File: config.mk
export PLATFORM = sky130hd
export DESIGN_NAME = interleaved_base32_group_decoder_flat
export DESIGN_NICKNAME = d
export VERILOG_FILES = /design/src/sv/ibgd_pkg.sv /design/src/sv/ibgd_in_if.sv /design/src/sv/ibgd_out_if.sv /design/src/sv/interleaved_base32_group_decoder.sv /design/src/flat_wrapper.sv
export SDC_FILE = /design/constraint.sdc
export NUM_CORES = 1
export LEC_CHECK = 0
export BUFFER_PORTS_ARGS = -buffer_cell sky130_fd_sc_hd__buf_2
export CAP_MARGIN = 40
export CORE_MARGIN = 2
export CORE_UTILIZATION = 45
export DETAILED_ROUTE_END_ITERATION = 10
export GPL_ROUTABILITY_DRIVEN = 0
export MAX_ROUTING_LAYER = met4
export SKIP_LAST_GASP = 1
export SLEW_MARGIN = 30
export SYNTH_ARGS = -nofsm -noshare
export SYNTH_HDL_FRONTEND = slang
export SYNTH_SLANG_ARGS = --single-unit
export TNS_END_PERCENT = 100
File: constraint.sdc
create_clock -name clk -period 10.2 [get_ports clk]
set_clock_uncertainty 0.15 [all_clocks]
set_input_delay 2.55 -clock clk [delete_from_list [all_inputs] [get_ports clk]]
set_output_delay 2.55 -clock clk [all_outputs]
set_load 0.005 [all_outputs]
File: src/sv/ibgd_pkg.sv
// ----------------------------------------------------------------------------
// ibgd_pkg
// Shared widths, constants, types and helper functions for the interleaved
// base32 group decoder.
// ----------------------------------------------------------------------------
package ibgd_pkg;

  localparam int CHAR_W      = 8;
  localparam int BYTE_W      = 8;
  localparam int VAL_W       = 5;
  localparam int GROUP_LEN   = 8;
  localparam int GROUP_BYTES = 5;
  localparam int GROUP_BITS  = GROUP_BYTES * BYTE_W;
  localparam int CNT_W       = $clog2(GROUP_LEN);
  localparam int RUN_W       = $clog2(GROUP_BYTES + 1);

  localparam logic [CHAR_W-1:0] LOWER_FIRST = 8'd97;   // 'a'
  localparam logic [CHAR_W-1:0] LOWER_LAST  = 8'd122;  // 'z'
  localparam logic [CHAR_W-1:0] DIGIT_FIRST = 8'd48;   // '0'
  localparam logic [CHAR_W-1:0] DIGIT_LAST  = 8'd53;   // '5'
  localparam logic [CHAR_W-1:0] DIGIT_BIAS  = 8'd22;
  localparam logic [BYTE_W-1:0] MARKER      = 8'h80;

  localparam logic [CNT_W-1:0] CNT_LAST = CNT_W'(GROUP_LEN - 1);
  localparam logic [RUN_W-1:0] RUN_ONE  = RUN_W'(1);
  localparam logic [RUN_W-1:0] RUN_FULL = RUN_W'(GROUP_BYTES);

  // One pending run of results: up to five bytes, oldest in the top byte.
  typedef struct packed {
    logic [GROUP_BITS-1:0] bytes;
    logic [RUN_W-1:0]      n;
    logic                  bv;
    logic                  done;
    logic                  err;
  } ibgd_slot_t;

  function automatic logic [VAL_W-1:0] ibgd_char_value(input logic [CHAR_W-1:0] c);
    logic [CHAR_W-1:0] d;
    d = c;
    if (c >= LOWER_FIRST && c <= LOWER_LAST) begin
      d = c - LOWER_FIRST;
    end else if (c >= DIGIT_FIRST && c <= DIGIT_LAST) begin
      d = c - DIGIT_BIAS;
    end
    return d[VAL_W-1:0];
  endfunction

  // Bits alternate x4 y4 x3 y3 ... x0 y0, most significant first.
  function automatic logic [2*VAL_W-1:0] ibgd_interleave(input logic [VAL_W-1:0] x,
                                                         input logic [VAL_W-1:0] y);
    logic [2*VAL_W-1:0] r;
    r = '0;
    for (int b = 0; b < VAL_W; b++) begin
      r[2*b+1] = x[b];
      r[2*b]   = y[b];
    end
    return r;
  endfunction

endpackage

File: src/sv/ibgd_in_if.sv
// ----------------------------------------------------------------------------
// ibgd_in_if
// Character channel: one encoded character and its end-of-stream flag.
// ----------------------------------------------------------------------------
interface ibgd_in_if;
  import ibgd_pkg::*;

  logic              valid;
  logic              ready;
  logic [CHAR_W-1:0] char_code;
  logic              final_char;

  modport source (output valid, output char_code, output final_char, input ready);
  modport sink   (input valid, input char_code, input final_char, output ready);
endinterface

File: src/sv/ibgd_out_if.sv
// ----------------------------------------------------------------------------
// ibgd_out_if
// Result channel: one decoded byte with its run and stream status flags.
// ----------------------------------------------------------------------------
interface ibgd_out_if;
  import ibgd_pkg::*;

  logic              valid;
  logic              ready;
  logic [BYTE_W-1:0] data_byte;
  logic              byte_valid;
  logic              run_last;
  logic              stream_done;
  logic              length_error;

  modport source (output valid, output data_byte, output byte_valid, output run_last,
                  output stream_done, output length_error, input ready);
  modport sink   (input valid, input data_byte, input byte_valid, input run_last,
                  input stream_done, input length_error, output ready);
endinterface

File: src/sv/interleaved_base32_group_decoder.sv
// ----------------------------------------------------------------------------
// interleaved_base32_group_decoder
// Decodes a stream of base32 characters, eight to a group, into five bytes
// per group with bit-interleaved pairs, trimming the final group at its marker.
// ----------------------------------------------------------------------------
// Output: the item that completes a group or ends the stream writes its result run
//   into the head slot, or into the tail slot while the head slot is occupied.
// Throughput: one character per cycle; a run of up to five bytes drains at one byte per
//   cycle while the output is ready, from a two-slot output buffer, and input
//   stalls only while both slots are occupied.
// Reset: synchronous, clears the group count and both slot valid flags; the
//   stored group values are not reset.
module interleaved_base32_group_decoder (
  input  logic       clk,
  input  logic       rst_n,
  ibgd_in_if.sink    in_ch,
  ibgd_out_if.source out_ch
);
  import ibgd_pkg::*;

  logic [VAL_W-1:0] vals_r [GROUP_LEN-1];
  logic [CNT_W-1:0] count_r, count_nxt;

  ibgd_slot_t head_r, head_nxt;
  ibgd_slot_t tail_r, tail_nxt;
  logic       head_v_r, head_v_nxt;
  logic       tail_v_r, tail_v_nxt;

  logic                  in_acc;
  logic                  full;
  logic                  gen;
  logic                  pop;
  logic                  head_last;
  logic [VAL_W-1:0]      cur_val;
  logic [GROUP_BITS-1:0] grp_bits;
  logic [BYTE_W-1:0]     grp_byte [GROUP_BYTES];
  logic [RUN_W-1:0]      mark_idx;
  ibgd_slot_t            new_s;

  assign in_ch.ready = !tail_v_r;
  assign in_acc      = in_ch.valid && in_ch.ready;
  assign full        = (count_r == CNT_LAST);
  assign gen         = in_acc && (full || in_ch.final_char);
  assign cur_val     = ibgd_char_value(in_ch.char_code);

  assign pop       = head_v_r && out_ch.ready;
  assign head_last = (head_r.n == RUN_ONE);

  // The eighth value comes straight from the incoming character.
  assign grp_bits = {ibgd_interleave(vals_r[0], vals_r[1]),
                     ibgd_interleave(vals_r[2], vals_r[3]),
                     ibgd_interleave(vals_r[4], vals_r[5]),
                     ibgd_interleave(vals_r[6], cur_val)};

  always_comb begin
    for (int i = 0; i < GROUP_BYTES; i++) begin
      grp_byte[i] = grp_bits[GROUP_BITS-1-BYTE_W*i -: BYTE_W];
    end
  end

  // Highest-index byte equal to the marker; zero means none usable.
  always_comb begin
    mark_idx = '0;
    for (int i = 1; i < GROUP_BYTES; i++) begin
      if (grp_byte[i] == MARKER) begin
        mark_idx = RUN_W'(i);
      end
    end
  end

  always_comb begin
    new_s = '0;
    new_s.n = RUN_ONE;
    if (!full) begin
      new_s.done = 1'b1;
      new_s.err  = 1'b1;
    end else if (!in_ch.final_char) begin
      new_s.bytes = grp_bits;
      new_s.n     = RUN_FULL;
      new_s.bv    = 1'b1;
    end else if (mark_idx != '0) begin
      new_s.bytes = grp_bits;
      new_s.n     = mark_idx;
      new_s.bv    = 1'b1;
      new_s.done  = 1'b1;
    end else begin
      new_s.done = 1'b1;
    end
  end

  always_comb begin
    count_nxt = count_r;
    if (in_acc) begin
      if (full || in_ch.final_char) begin
        count_nxt = '0;
      end else begin
        count_nxt = count_r + CNT_W'(1);
      end
    end
  end

  always_comb begin
    head_nxt   = head_r;
    head_v_nxt = head_v_r;
    tail_nxt   = tail_r;
    tail_v_nxt = tail_v_r;
    if (pop) begin
      if (head_last) begin
        head_v_nxt = 1'b0;
      end else begin
        head_nxt.bytes = head_r.bytes << BYTE_W;
        head_nxt.n     = head_r.n - RUN_ONE;
      end
    end
    if (pop && head_last && tail_v_r) begin
      head_nxt   = tail_r;
      head_v_nxt = 1'b1;
      tail_v_nxt = 1'b0;
    end
    if (gen) begin
      if (!head_v_nxt) begin
        head_nxt   = new_s;
        head_v_nxt = 1'b1;
      end else begin
        tail_nxt   = new_s;
        tail_v_nxt = 1'b1;
      end
    end
  end

  always_ff @(posedge clk) begin
    if (!rst_n) begin
      count_r  <= '0;
      head_v_r <= 1'b0;
      tail_v_r <= 1'b0;
    end else begin
      count_r  <= count_nxt;
      head_v_r <= head_v_nxt;
      tail_v_r <= tail_v_nxt;
    end
  end

  always_ff @(posedge clk) begin
    head_r <= head_nxt;
    tail_r <= tail_nxt;
    if (in_acc && !full) begin
      vals_r[count_r] <= cur_val;
    end
  end

  assign out_ch.valid        = head_v_r;
  assign out_ch.data_byte    = head_r.bytes[GROUP_BITS-1 -: BYTE_W];
  assign out_ch.byte_valid   = head_r.bv;
  assign out_ch.run_last     = head_last;
  assign out_ch.stream_done  = head_r.done && head_last;
  assign out_ch.length_error = head_r.err;

  a_tail_needs_head: assert property (@(posedge clk) disable iff (!rst_n)
    tail_v_r |-> head_v_r)
    else $error("tail slot occupied while head slot is empty");

  a_count_steps: assert property (@(posedge clk) disable iff (!rst_n)
    (in_acc && !full && !in_ch.final_char) |=> (count_r == $past(count_r) + CNT_W'(1)))
    else $error("group count did not advance on a mid-group character");

  a_empty_beat_ends: assert property (@(posedge clk) disable iff (!rst_n)
    (out_ch.valid && !out_ch.byte_valid) |-> (out_ch.run_last && out_ch.stream_done))
    else $error("dataless result is not the end of a stream");

  a_error_no_data: assert property (@(posedge clk) disable iff (!rst_n)
    (out_ch.valid && out_ch.length_error) |-> !out_ch.byte_valid)
    else $error("length error carried a data byte");

  a_reset_idle: assert property (@(posedge clk)
    !rst_n |=> !out_ch.valid)
    else $error("result valid right after reset");

endmodule

File: src/flat_wrapper.sv
// flat-port wrapper written by rule: the top's interface ports become plain ports
module interleaved_base32_group_decoder_flat import ibgd_pkg::*;
  (clk, rst_n, in_ch_valid, in_ch_char_code, in_ch_final_char, in_ch_ready, out_ch_valid, out_ch_data_byte, out_ch_byte_valid, out_ch_run_last, out_ch_stream_done, out_ch_length_error, out_ch_ready);
  ibgd_in_if in_ch_i ();
  ibgd_out_if out_ch_i ();
  input  logic clk;
  input  logic rst_n;
  input wire logic [$bits(in_ch_i.valid)-1:0] in_ch_valid;
  input wire logic [$bits(in_ch_i.char_code)-1:0] in_ch_char_code;
  input wire logic [$bits(in_ch_i.final_char)-1:0] in_ch_final_char;
  output wire logic [$bits(in_ch_i.ready)-1:0] in_ch_ready;
  output wire logic [$bits(out_ch_i.valid)-1:0] out_ch_valid;
  output wire logic [$bits(out_ch_i.data_byte)-1:0] out_ch_data_byte;
  output wire logic [$bits(out_ch_i.byte_valid)-1:0] out_ch_byte_valid;
  output wire logic [$bits(out_ch_i.run_last)-1:0] out_ch_run_last;
  output wire logic [$bits(out_ch_i.stream_done)-1:0] out_ch_stream_done;
  output wire logic [$bits(out_ch_i.length_error)-1:0] out_ch_length_error;
  input wire logic [$bits(out_ch_i.ready)-1:0] out_ch_ready;
  assign in_ch_i.valid = in_ch_valid;
  assign in_ch_i.char_code = in_ch_char_code;
  assign in_ch_i.final_char = in_ch_final_char;
  assign in_ch_ready = in_ch_i.ready;
  assign out_ch_valid = out_ch_i.valid;
  assign out_ch_data_byte = out_ch_i.data_byte;
  assign out_ch_byte_valid = out_ch_i.byte_valid;
  assign out_ch_run_last = out_ch_i.run_last;
  assign out_ch_stream_done = out_ch_i.stream_done;
  assign out_ch_length_error = out_ch_i.length_error;
  assign out_ch_i.ready = out_ch_ready;
  interleaved_base32_group_decoder u_core (.clk(clk), .rst_n(rst_n), .in_ch(in_ch_i), .out_ch(out_ch_i));
endmodule
==> results of run 1 <==
[per-layer routing]
metal  wire length (um)  GRT usage [%]  share of wire (%)
met1               6640           28.6                 45
met3                697           4.23                4.7
met5                  0              -                  0
met4                346           10.2                2.4
met2               7030           35.4                 48
[worst paths after layout]
| path | slack, ns | to | cells past startpoint |
|---|---|---|---|
| hold / removal | 0.32 | u_core.head_r[1] | 2 |
| hold reg to reg | 0.32 | u_core.head_r[1] | 2 |
| setup reg to reg | 6.70 | u_core.head_r[7] | 9 |
| setup / recovery | 4.99 | u_core.tail_r[39] | 11 |
[flip-flops by register name (all words and copies together) (netlist names)]
register                    cells
u_core.out_ch.data_byte         8
u_core.out_ch.length_error      1
u_core.vals_r                  35
u_core.tail_v_r                 1
u_core.count_r                  3
u_core.head_r                  36
u_core.out_ch.byte_valid        1
u_core.tail_r                  46
u_core.out_ch.valid             1
[final cells by class]
type | count | area [um^2]
Clock buffer | 18 | 429
Clock inverter | 14 | 166
Fill cell | 1199 | 6230
Inverter | 10 | 37.5
Multi-Input combinational cell | 460 | 2370
Sequential cell | 132 | 3450
Tap cell | 176 | 220
Timing Repair Buffer | 41 | 284
[where the power goes]
part / internal (W) / switching, W / total [W]
combinational: 0.0000242 / 0.0000506 / 0.0000748
clock: 0.000402 / 0.000216 / 0.000618
sequential: 0.000573 / 0.00000507 / 0.000578
[worst max-delay path, cell delays in order]
cell and delay (ns):
buf_2 0.14, inv_1 0.17, ha_1 0.29, nand2b_1 0.11
or4_1 0.49, nand2_1 0.19, o2bb2ai_1 0.15, a2111oi_4 0.38
buf_4 0.27, buf_16 0.30, nor2_1 0.11
[through the flow]
step,util (%),std cells,worst slack (ns),total power [W]
6_report,52.7,851,4.99,0.00127
3_5_place_dp,47.7,815,4.41,0.000660
5_1_grt,52.7,851,4.81,0.00131
4_1_cts,52.2,847,4.81,0.00127
2_1_floorplan,-,649,4.81,0.000632
3_3_place_gp,47.4,811,4.58,0.000657
[placed cells by master (no fill, tap or decap), drive strengths merged, types with 2 or more instances in the layout]
master     n
nand4      3
o2bb2ai    2
nor2      60
inv        9
a22oi      2
or3        2
o21ai     15
o211ai     3
a311oi     2
mux2i      5
or4b       3
nand2    184
nor2b      5
a31oi      2
nand2b     9
clkbuf    18
nand3     12
o311ai     3
and2       4
nor3b      2
xnor2      4
buf       40
a21o       2
o22ai     33
nor3       5
or4        2
clkinv    10
nor4       5
ha        11
dfxtp     51
bufinv     4
edfxtp    81
a21oi     70
[synthesized netlist by cell type, drive strengths merged, types with 3 or more instances]
cell type	number
a21oi	70
and2	4
buf	17
clkbuf	30
dfxtp	51
edfxtp	81
ha	11
inv	9
mux2i	5
nand2	184
nand2b	9
nand3	12
nand4	3
nor2	60
nor2b	5
nor3	5
nor4	5
o211ai	3
o21ai	15
o22ai	33
o311ai	3
or4b	3
xnor2	4
[kinds of logic after synthesis]
| kind of cell | share of synthesized area, % |
|---|---|
| compound gates | 13.7 |
| fa+ha+maj | 2.28 |
| flops | 57.2 |
| xor+xnor | 0.580 |
| simple gates | 21.1 |
| mux | 0.829 |
| buf+inv | 4.21 |
==> results.txt, run 1 <==
top cells by area, synth -> edfxtp_1 40%, dfxtp_1 17%, nand2_1 11%
share of flip-flops with an asynchronous set or reset -> 0%
Hold Slack -> 0.321 ns
first-pass detailed-route iteration total -> 5
Clock Tree Buf Depth -> 2
Period minus WS final -> 5.21 ns
post-synthesis cell area -> 6040 um^2
clock net sink count -> 132
die area -> 14,400 um^2
number of port buffers -> 26
WP data required -> 10.20 ns
sequential-to-total area share from yosys stat -> 57.2%
Via-to-Cell Ratio -> 5.48
status -> finished clean
Hold Startpoint -> u_core.head_r[1]
Max Transition Viols Final -> 0
Avg Synthesized Cell Area -> 9.30 um^2
HP Class -> reg -> reg
number of enable flip-flop cells after synthesis -> 81
critical path startpoint category -> input pin
CTS Root Buffer Type -> clkbuf_16
Core Area -> 13,200 um^2
first-pass GRT wire length -> 23,900 um
clock transition at the registers of the reported paths -> 0.05 ns
fin crit share -> 51.0%
Design Area, Final -> 6960 um^2
Initial Util -> 45.8%
worst-skew pair later-pin latency -> 0.41 ns
Synthesized Nets -> 673
Chip Height -> 120 um
row cnt -> 42
top-area cell type share of the netlist area -> 40.3%
r2r startpoint -> u_core.head_r[3]
WL/cell -> 17.3 um
Power Density -> 183 nW/um^2
Slew headroom -> 43.9%
final wirelength -> 14,700 um
Nets -> 686
DP HPWL -> 8750 um
DRT iter0 DRCs -> 452
critical path capture point type -> flip-flop
Post-CTS Resized -> 0
largest net degree at the start of global routing -> 83
Die X -> 120 um
Synth cell types -> 47
GRT Overall Usage -> 22.6%
io pins -> 27
Yosys top cell by area -> edfxtp_1
post-route ant nets -> 0
Critical Path Source -> in_ch_char_code[1]
vias in the first global route -> 4,511
RSZ-0062 raised after global routing -> no
Synth Register Bits -> 132
Max IR drop VDD -> 0.0994 mV
worst-path fanout max -> 69
crit path kind -> in -> reg
arrival time at the worst endpoint -> 5.21 ns
Post-synth top flop -> edfxtp_1
Yosys warnings -> 0
H-tree levels -> 4
initial antenna violation count -> 0
endpoints failing hold -> 0
max_cap viols -> 0
Post-Place Cell Area -> 6290 um^2
post-cts hold buffer count -> 0
via count -> 4,662
share of cells above drive strength 1 -> 11.9%
# DRC -> 0
CTS tree -> built
f_max -> 192 MHz
area grow syn2layout -> 15.3%
post-CTS setup buffers -> 0
Inserted Diodes -> 0
Least-Margin Pin Slew -> 0.841 ns
Gate Count Post-Synth -> 649
Total Neg Setup Slack -> 0 ns
final setup fails -> 0
cts bufs inserted -> 17
total gr overflow -> 0
Lkg Pwr -> 2.43 nW
(Power assumes the default switching activity.)
==> run 2, diff against run 1 <==
==> constraint.sdc (replaced) <==
create_clock -name clk -period 4.3 [get_ports clk]
set_clock_uncertainty 0.15 [all_clocks]
set_input_delay 1.075 -clock clk [delete_from_list [all_inputs] [get_ports clk]]
set_output_delay 1.075 -clock clk [all_outputs]
set_load 0.005 [all_outputs]
==> run 2 against run 1 <==
Global-route usage shrank 0.60 points; setup slack got worse by 4.2 ns; non-clock buffer count rose by 2; final cell count rose by 0.24%; worst hold slack better by 0.0060 ns; wire length decreased by 0.41%; critical path depth fell by 1; combinational power rose by 130%; count of clock-buffer cells in the layout up 3.
==> results.txt, run 2 (synthesis results as in run 1) <==
CP Cell Sequence -> buf_2 > inv_1 > ha_1 > nand2b_1 > or4_1 > nand2_1 > o2bb2ai_1 > a2111oi_4 > buf_12 > nor2_1
post-cts hold buffer count -> 0
Design Area, Final -> 6990 um^2
final wirelength -> 14,700 um
Chip Height -> 120 um
largest net degree at the start of global routing -> 83
Via-to-Cell Ratio -> 5.52
Int Pwr -> 0.00245 W
Slew headroom -> 45.9%
Clk pwr share -> 50.4%
WL/cell -> 17.2 um
most frequent cells in the layout -> 184 x nand2_1, 81 x edfxtp_1, 70 x a21oi_1
endpoints failing hold -> 0
clock net sink count -> 132
row cnt -> 42
CTS Root Buffer Type -> clkbuf_16
share of cells above drive strength 1 -> 12.3%
Total Neg Setup Slack -> 0 ns
Least-Margin Pin Slew -> 0.811 ns
vias in the first global route -> 4,515
worst reg2reg path depth -> 7
Initial Util -> 45.8%
Slowest cell on crit path -> or4_1
Period minus WS final -> 3.54 ns
FF+latch area -> 3450 um^2
final setup fails -> 0
Nets -> 688
Fillers -> 1,193
Core Area -> 13,200 um^2
f_max -> 282 MHz
DP HPWL -> 8720 um
commonest non-fill, non-tap cell in the layout -> nand2_1
critical path startpoint category -> input pin
Max Transition Viols Final -> 0
HP Class -> reg -> reg
Power Density -> 445 nW/um^2
Post-CTS Resized -> 0
hold depth -> 2
arrival time at the worst endpoint -> 3.54 ns
max_cap viols -> 0
DR top layer -> met4
H-tree levels -> 4
sequential share of power -> 44.0%
worst-skew pair later-pin latency -> 0.42 ns
number of port buffers -> 26
max reg flops -> 46
met2 wire len -> 7110 um
CP delay by family, top -> simple AND/OR/NAND/NOR gates
Combinational Power Share -> 5.6%
worst-path fanout max -> 82
CP max stage delay -> 0.48 ns
Inserted Diodes -> 0
Net Sw Power -> 0.000662 W
DRT iter0 DRCs -> 529
Clock Tree Buf Depth -> 2
Final Instance Count excl. Fillers -> 853
die area -> 14,400 um^2
CTS tree -> built
status -> finished clean
first-pass detailed-route iteration total -> 5
Die X -> 120 um
area of the multi-input gates -> 2350 um^2
initial antenna violation count -> 0
metal3 WL -> 834 um
total gr overflow -> 0
biggest regs -> u_core.tail_r: 46 flops, u_core.head_r: 36 flops, u_core.vals_r: 35 flops
Max IR drop VDD -> 0.280 mV
CP Buf/Inv Count -> 3
post-route ant nets -> 0
fin crit share -> 82.4%
clock transition at the registers of the reported paths -> 0.06 ns
crit path kind -> in -> reg
dpl cells -> 821
RSZ-0062 raised after global routing -> no
area grow syn2layout -> 15.9%
Crit. path cell count -> 10
io pins -> 27
GRT Overall Usage -> 22.0%
# DRC -> 0
M1 WL -> 6420 um
Hold Slack -> 0.327 ns
first-pass GRT wire length -> 23,400 um
Post-Place Cell Area -> 6340 um^2
WP data required -> 4.29 ns
critical path capture point type -> flip-flop
post-CTS setup buffers -> 0
switch share -> 21.3%
cts bufs inserted -> 17
Lkg Pwr -> 2.46 nW
via count -> 4,712
Largest Register -> u_core.tail_r
-- run 2: changes by cell type in the layout (fill, tap and decap cells not counted), sizes merged --
cell and delta:
buf +3, clkbuf +3, dlymetal6s2s -1, clkinvlp +2, clkinv -5
-- run 2: metrics by stage --
stage	setup slack [ns]	util, %	power (W)
after floorplan	0.386	-	0.00150
after global placement	0.495	48.0	0.00157
after detailed placement	0.393	48.0	0.00157
after CTS	0.822	53.0	0.00313
after global routing	0.606	53.0	0.00320
final	0.757	53.0	0.00311
-- run 2: worst paths after layout --
kind,startpoint,end,slack (ns)
worst max-delay path,in_ch_char_code[1],u_core.tail_r[30],0.76
worst min-delay path,u_core.head_r[1],u_core.head_r[1],0.33
worst max register to register,u_core.vals_r[6][4],u_core.tail_r[30],1.22
worst min register to register,u_core.head_r[1],u_core.head_r[1],0.33
-- run 2: final cells by class --
type | instances | share of cell area, %
Clock buffer | 21 | 6.89
Clock inverter | 11 | 2.49
Timing Repair Buffer | 43 | 4.01
Tap cell | 176 | 3.15
Inverter | 10 | 0.537
Multi-Input combinational cell | 460 | 33.5
Sequential cell | 132 | 49.4
-- run 2: power by group through the flow --
stage	logic (W)	registers [W]	clock network (W)
finish	0.000175	0.00137	0.00157
global route	0.000192	0.00137	0.00163
CTS	0.000174	0.00137	0.00158
detailed placement	0.000173	0.00140	0
global placement	0.000170	0.00140	0
floorplan	0.000105	0.00139	0
-- run 2: routing by layer --
layer / track usage, % / up-vias
li1: - / 2288
met1: 27.2 / 2249
met2: 35.7 / 149
met3: 4.75 / 26
met4: 7.94 / 0
met5: - / -
-- run 2: worst register-to-register path, stage by stage, from the launching register on --
cell       delay, ns
edfxtp_1        0.43
or4b_1          0.54
nor4_1          0.48
or4b_2          0.66
nand3_1         0.16
a2111oi_4       0.07
buf_12          0.23
nor2_1          0.22
==> run 3, diff against run 2 <==
==> constraint.sdc (replaced) <==
create_clock -name clk -period 3 [get_ports clk]
set_clock_uncertainty 0.15 [all_clocks]
set_input_delay 0.75 -clock clk [delete_from_list [all_inputs] [get_ports clk]]
set_output_delay 0.75 -clock clk [all_outputs]
set_load 0.005 [all_outputs]
==> run 3 against run 2 <==
Die area is the same; setup slack got worse by 0.60 ns; first-iteration DRC count is 18% lower; sequential share of layout area is 2.0 points lower; final area up 4.2%; non-clock buffer count up 30; final cell count is 3.5% higher; flip-flop and latch count is the same; power rose by 43%; worst hold slack lost 0.0053 ns; combinational power grew 60%; global-route usage grew 0.099 points.
==> results.txt, run 3 (synthesis results as in run 1) <==
endpoints failing hold -> 0
Lkg Pwr -> 2.60 nW
number of port buffers -> 26
hold depth -> 2
worst-skew pair later-pin latency -> 0.42 ns
Nets -> 718
Int Pwr -> 0.00345 W
CP Cell Sequence -> buf_2 > clkinvlp_4 > ha_4 > or4_4 > nand4_1 > mux2i_2 > a2111oi_4 > buf_12 > nor2_1
CP max stage delay -> 0.51 ns
worst reg2reg path depth -> 8
Fillers -> 1,185
Post-Place Cell Area -> 6640 um^2
first-pass detailed-route iteration total -> 5
Least-Margin Pin Slew -> 0.660 ns
Clock Tree Buf Depth -> 2
commonest non-fill, non-tap cell in the layout -> nand2_1
area of the multi-input gates -> 2380 um^2
Net Sw Power -> 0.000993 W
Period minus WS final -> 2.85 ns
Design Area, Final -> 7290 um^2
row cnt -> 42
reg-to-reg endpoint -> u_core.head_r[6]
critical path startpoint category -> input pin
Worst Hold Path EP -> u_core.head_r[1]
cts bufs inserted -> 17
fin util -> 55.2%
r2r startpoint -> u_core.vals_r[6][4]
CP Buf/Inv Count -> 3
Max Transition Viols Final -> 0
Slew headroom -> 55.3%
first-pass GRT wire length -> 23,500 um
CP delay by family, top -> simple AND/OR/NAND/NOR gates
DP HPWL -> 9180 um
switch share -> 22.3%
Hold Startpoint -> u_core.head_r[1]
CTS Root Buffer Type -> clkbuf_16
Tot Pwr -> 0.00444 W
Die X -> 120 um
Max IR drop VDD -> 0.395 mV
sequential share of power -> 44.2%
area grow syn2layout -> 20.7%
die area -> 14,400 um^2
Via-to-Cell Ratio -> 5.49
Worst R2R Setup Slack -> 0.20 ns
f_max -> 351 MHz
critical path capture point type -> flip-flop
Chip Height -> 120 um
clock net sink count -> 132
GRT Overall Usage -> 22.1%
via count -> 4,848
Hold Slack -> 0.321 ns
H-tree levels -> 4
RSZ-0062 raised after global routing -> no
Initial Util -> 45.8%
Power Density -> 610 nW/um^2
WL/cell -> 16.7 um
Largest Register -> u_core.tail_r
fin crit share -> 94.9%
Core Area -> 13,200 um^2
total gr overflow -> 0
vias in the first global route -> 4,636
io pins -> 27
HP Class -> reg -> reg
DRT iter0 DRCs -> 436
CTS tree -> built
share of cells above drive strength 1 -> 17.0%
WP data required -> 3.02 ns
initial antenna violation count -> 0
arrival time at the worst endpoint -> 2.86 ns
# DRC -> 0
most frequent cells in the layout -> 184 x nand2_1, 81 x edfxtp_1, 70 x a21oi_1
Crit. path cell count -> 9
status -> finished clean
final setup fails -> 0
crit path kind -> in -> reg
largest net degree at the start of global routing -> 78
final wirelength -> 14,700 um
post-cts hold buffer count -> 0
max_cap viols -> 0
worst-path fanout max -> 45
post-route ant nets -> 0
max reg flops -> 46
Slowest cell on crit path -> a2111oi_4
Combinational Power Share -> 6.3%
clock transition at the registers of the reported paths -> 0.06 ns
Inserted Diodes -> 0
Clk pwr share -> 49.5%
biggest regs -> u_core.tail_r: 46 flops, u_core.head_r: 36 flops, u_core.vals_r: 35 flops
FF+latch area -> 3450 um^2
-- run 3: cell types whose count changed in the layout (fill, tap and decap cells not counted), moves of 2 or more --
cell / before / now
ha_1: 11 / 9
ha_4: 0 / 2
clkinv_4: 3 / 5
clkbuf_8: 2 / 0
buf_4: 14 / 40
inv_6: 0 / 2
buf_12: 2 / 6
-- run 3: how the worst max path moves through the flow --
stage                                   start           endpoint  slack, ns
after detailed placement   in_ch_char_code[1]  u_core.tail_r[30]      -0.29
after global routing      u_core.vals_r[6][4]  u_core.tail_r[26]      0.008
after global placement     in_ch_char_code[1]  u_core.tail_r[38]      -0.22
after CTS                 u_core.vals_r[6][4]   u_core.head_r[6]       0.14
final                      in_ch_char_code[1]  u_core.tail_r[30]       0.15
after floorplan            in_ch_char_code[1]  u_core.tail_r[36]      -0.05
-- run 3: final cells by class --
class | instances | share of cell area (%)
repair buffers | 73 | 7.62
flip-flops and latches | 132 | 47.4
well taps | 176 | 3.02
inverters | 10 | 0.567
clock inverters | 15 | 2.83
clock buffers | 17 | 5.84
multi-input cells | 460 | 32.7
-- run 3: what timing repair did --
action	in CTS	in global routing
resized for setup	0	1
hold endpoints to repair	0	0
setup buffers	0	1
setup endpoints to repair	0	9
-- run 3: stage by stage --
step	worst slack (ns)	instances	TNS, ns
final	0.154	883	0
after global routing	0.00768	883	0
after CTS	0.144	881	0
after detailed placement	-0.287	849	-17.94
after global placement	-0.225	849	-13.02
after floorplan	-0.0527	649	-2.09
-- run 3: routing by layer --
layer	vias to the layer above	wire (um)	GRT usage [%]
met5	-	0	-
met2	144	7250	35.7
met3	20	769	4.90
met4	0	202	7.06
li1	2352	-	-
met1	2332	6520	27.8
-- run 3: power by group through the flow --
stage	Combinational, W	Clock (W)	Sequential, W
final	0.000280	0.00220	0.00196
after floorplan	0.000153	0	0.00200
after detailed placement	0.000279	0	0.00200
after global placement	0.000274	0	0.00200
after global routing	0.000309	0.00230	0.00197
after CTS	0.000280	0.00222	0.00196
-- run 3: worst min-delay path: cells and delay by family (launching register included) --
| kind | cells | cell delay [ns] |
|---|---|---|
| flops | 1 | 0.30 |
| simple gates | 1 | 0.05 |
| compound gates | 1 | 0.07 |
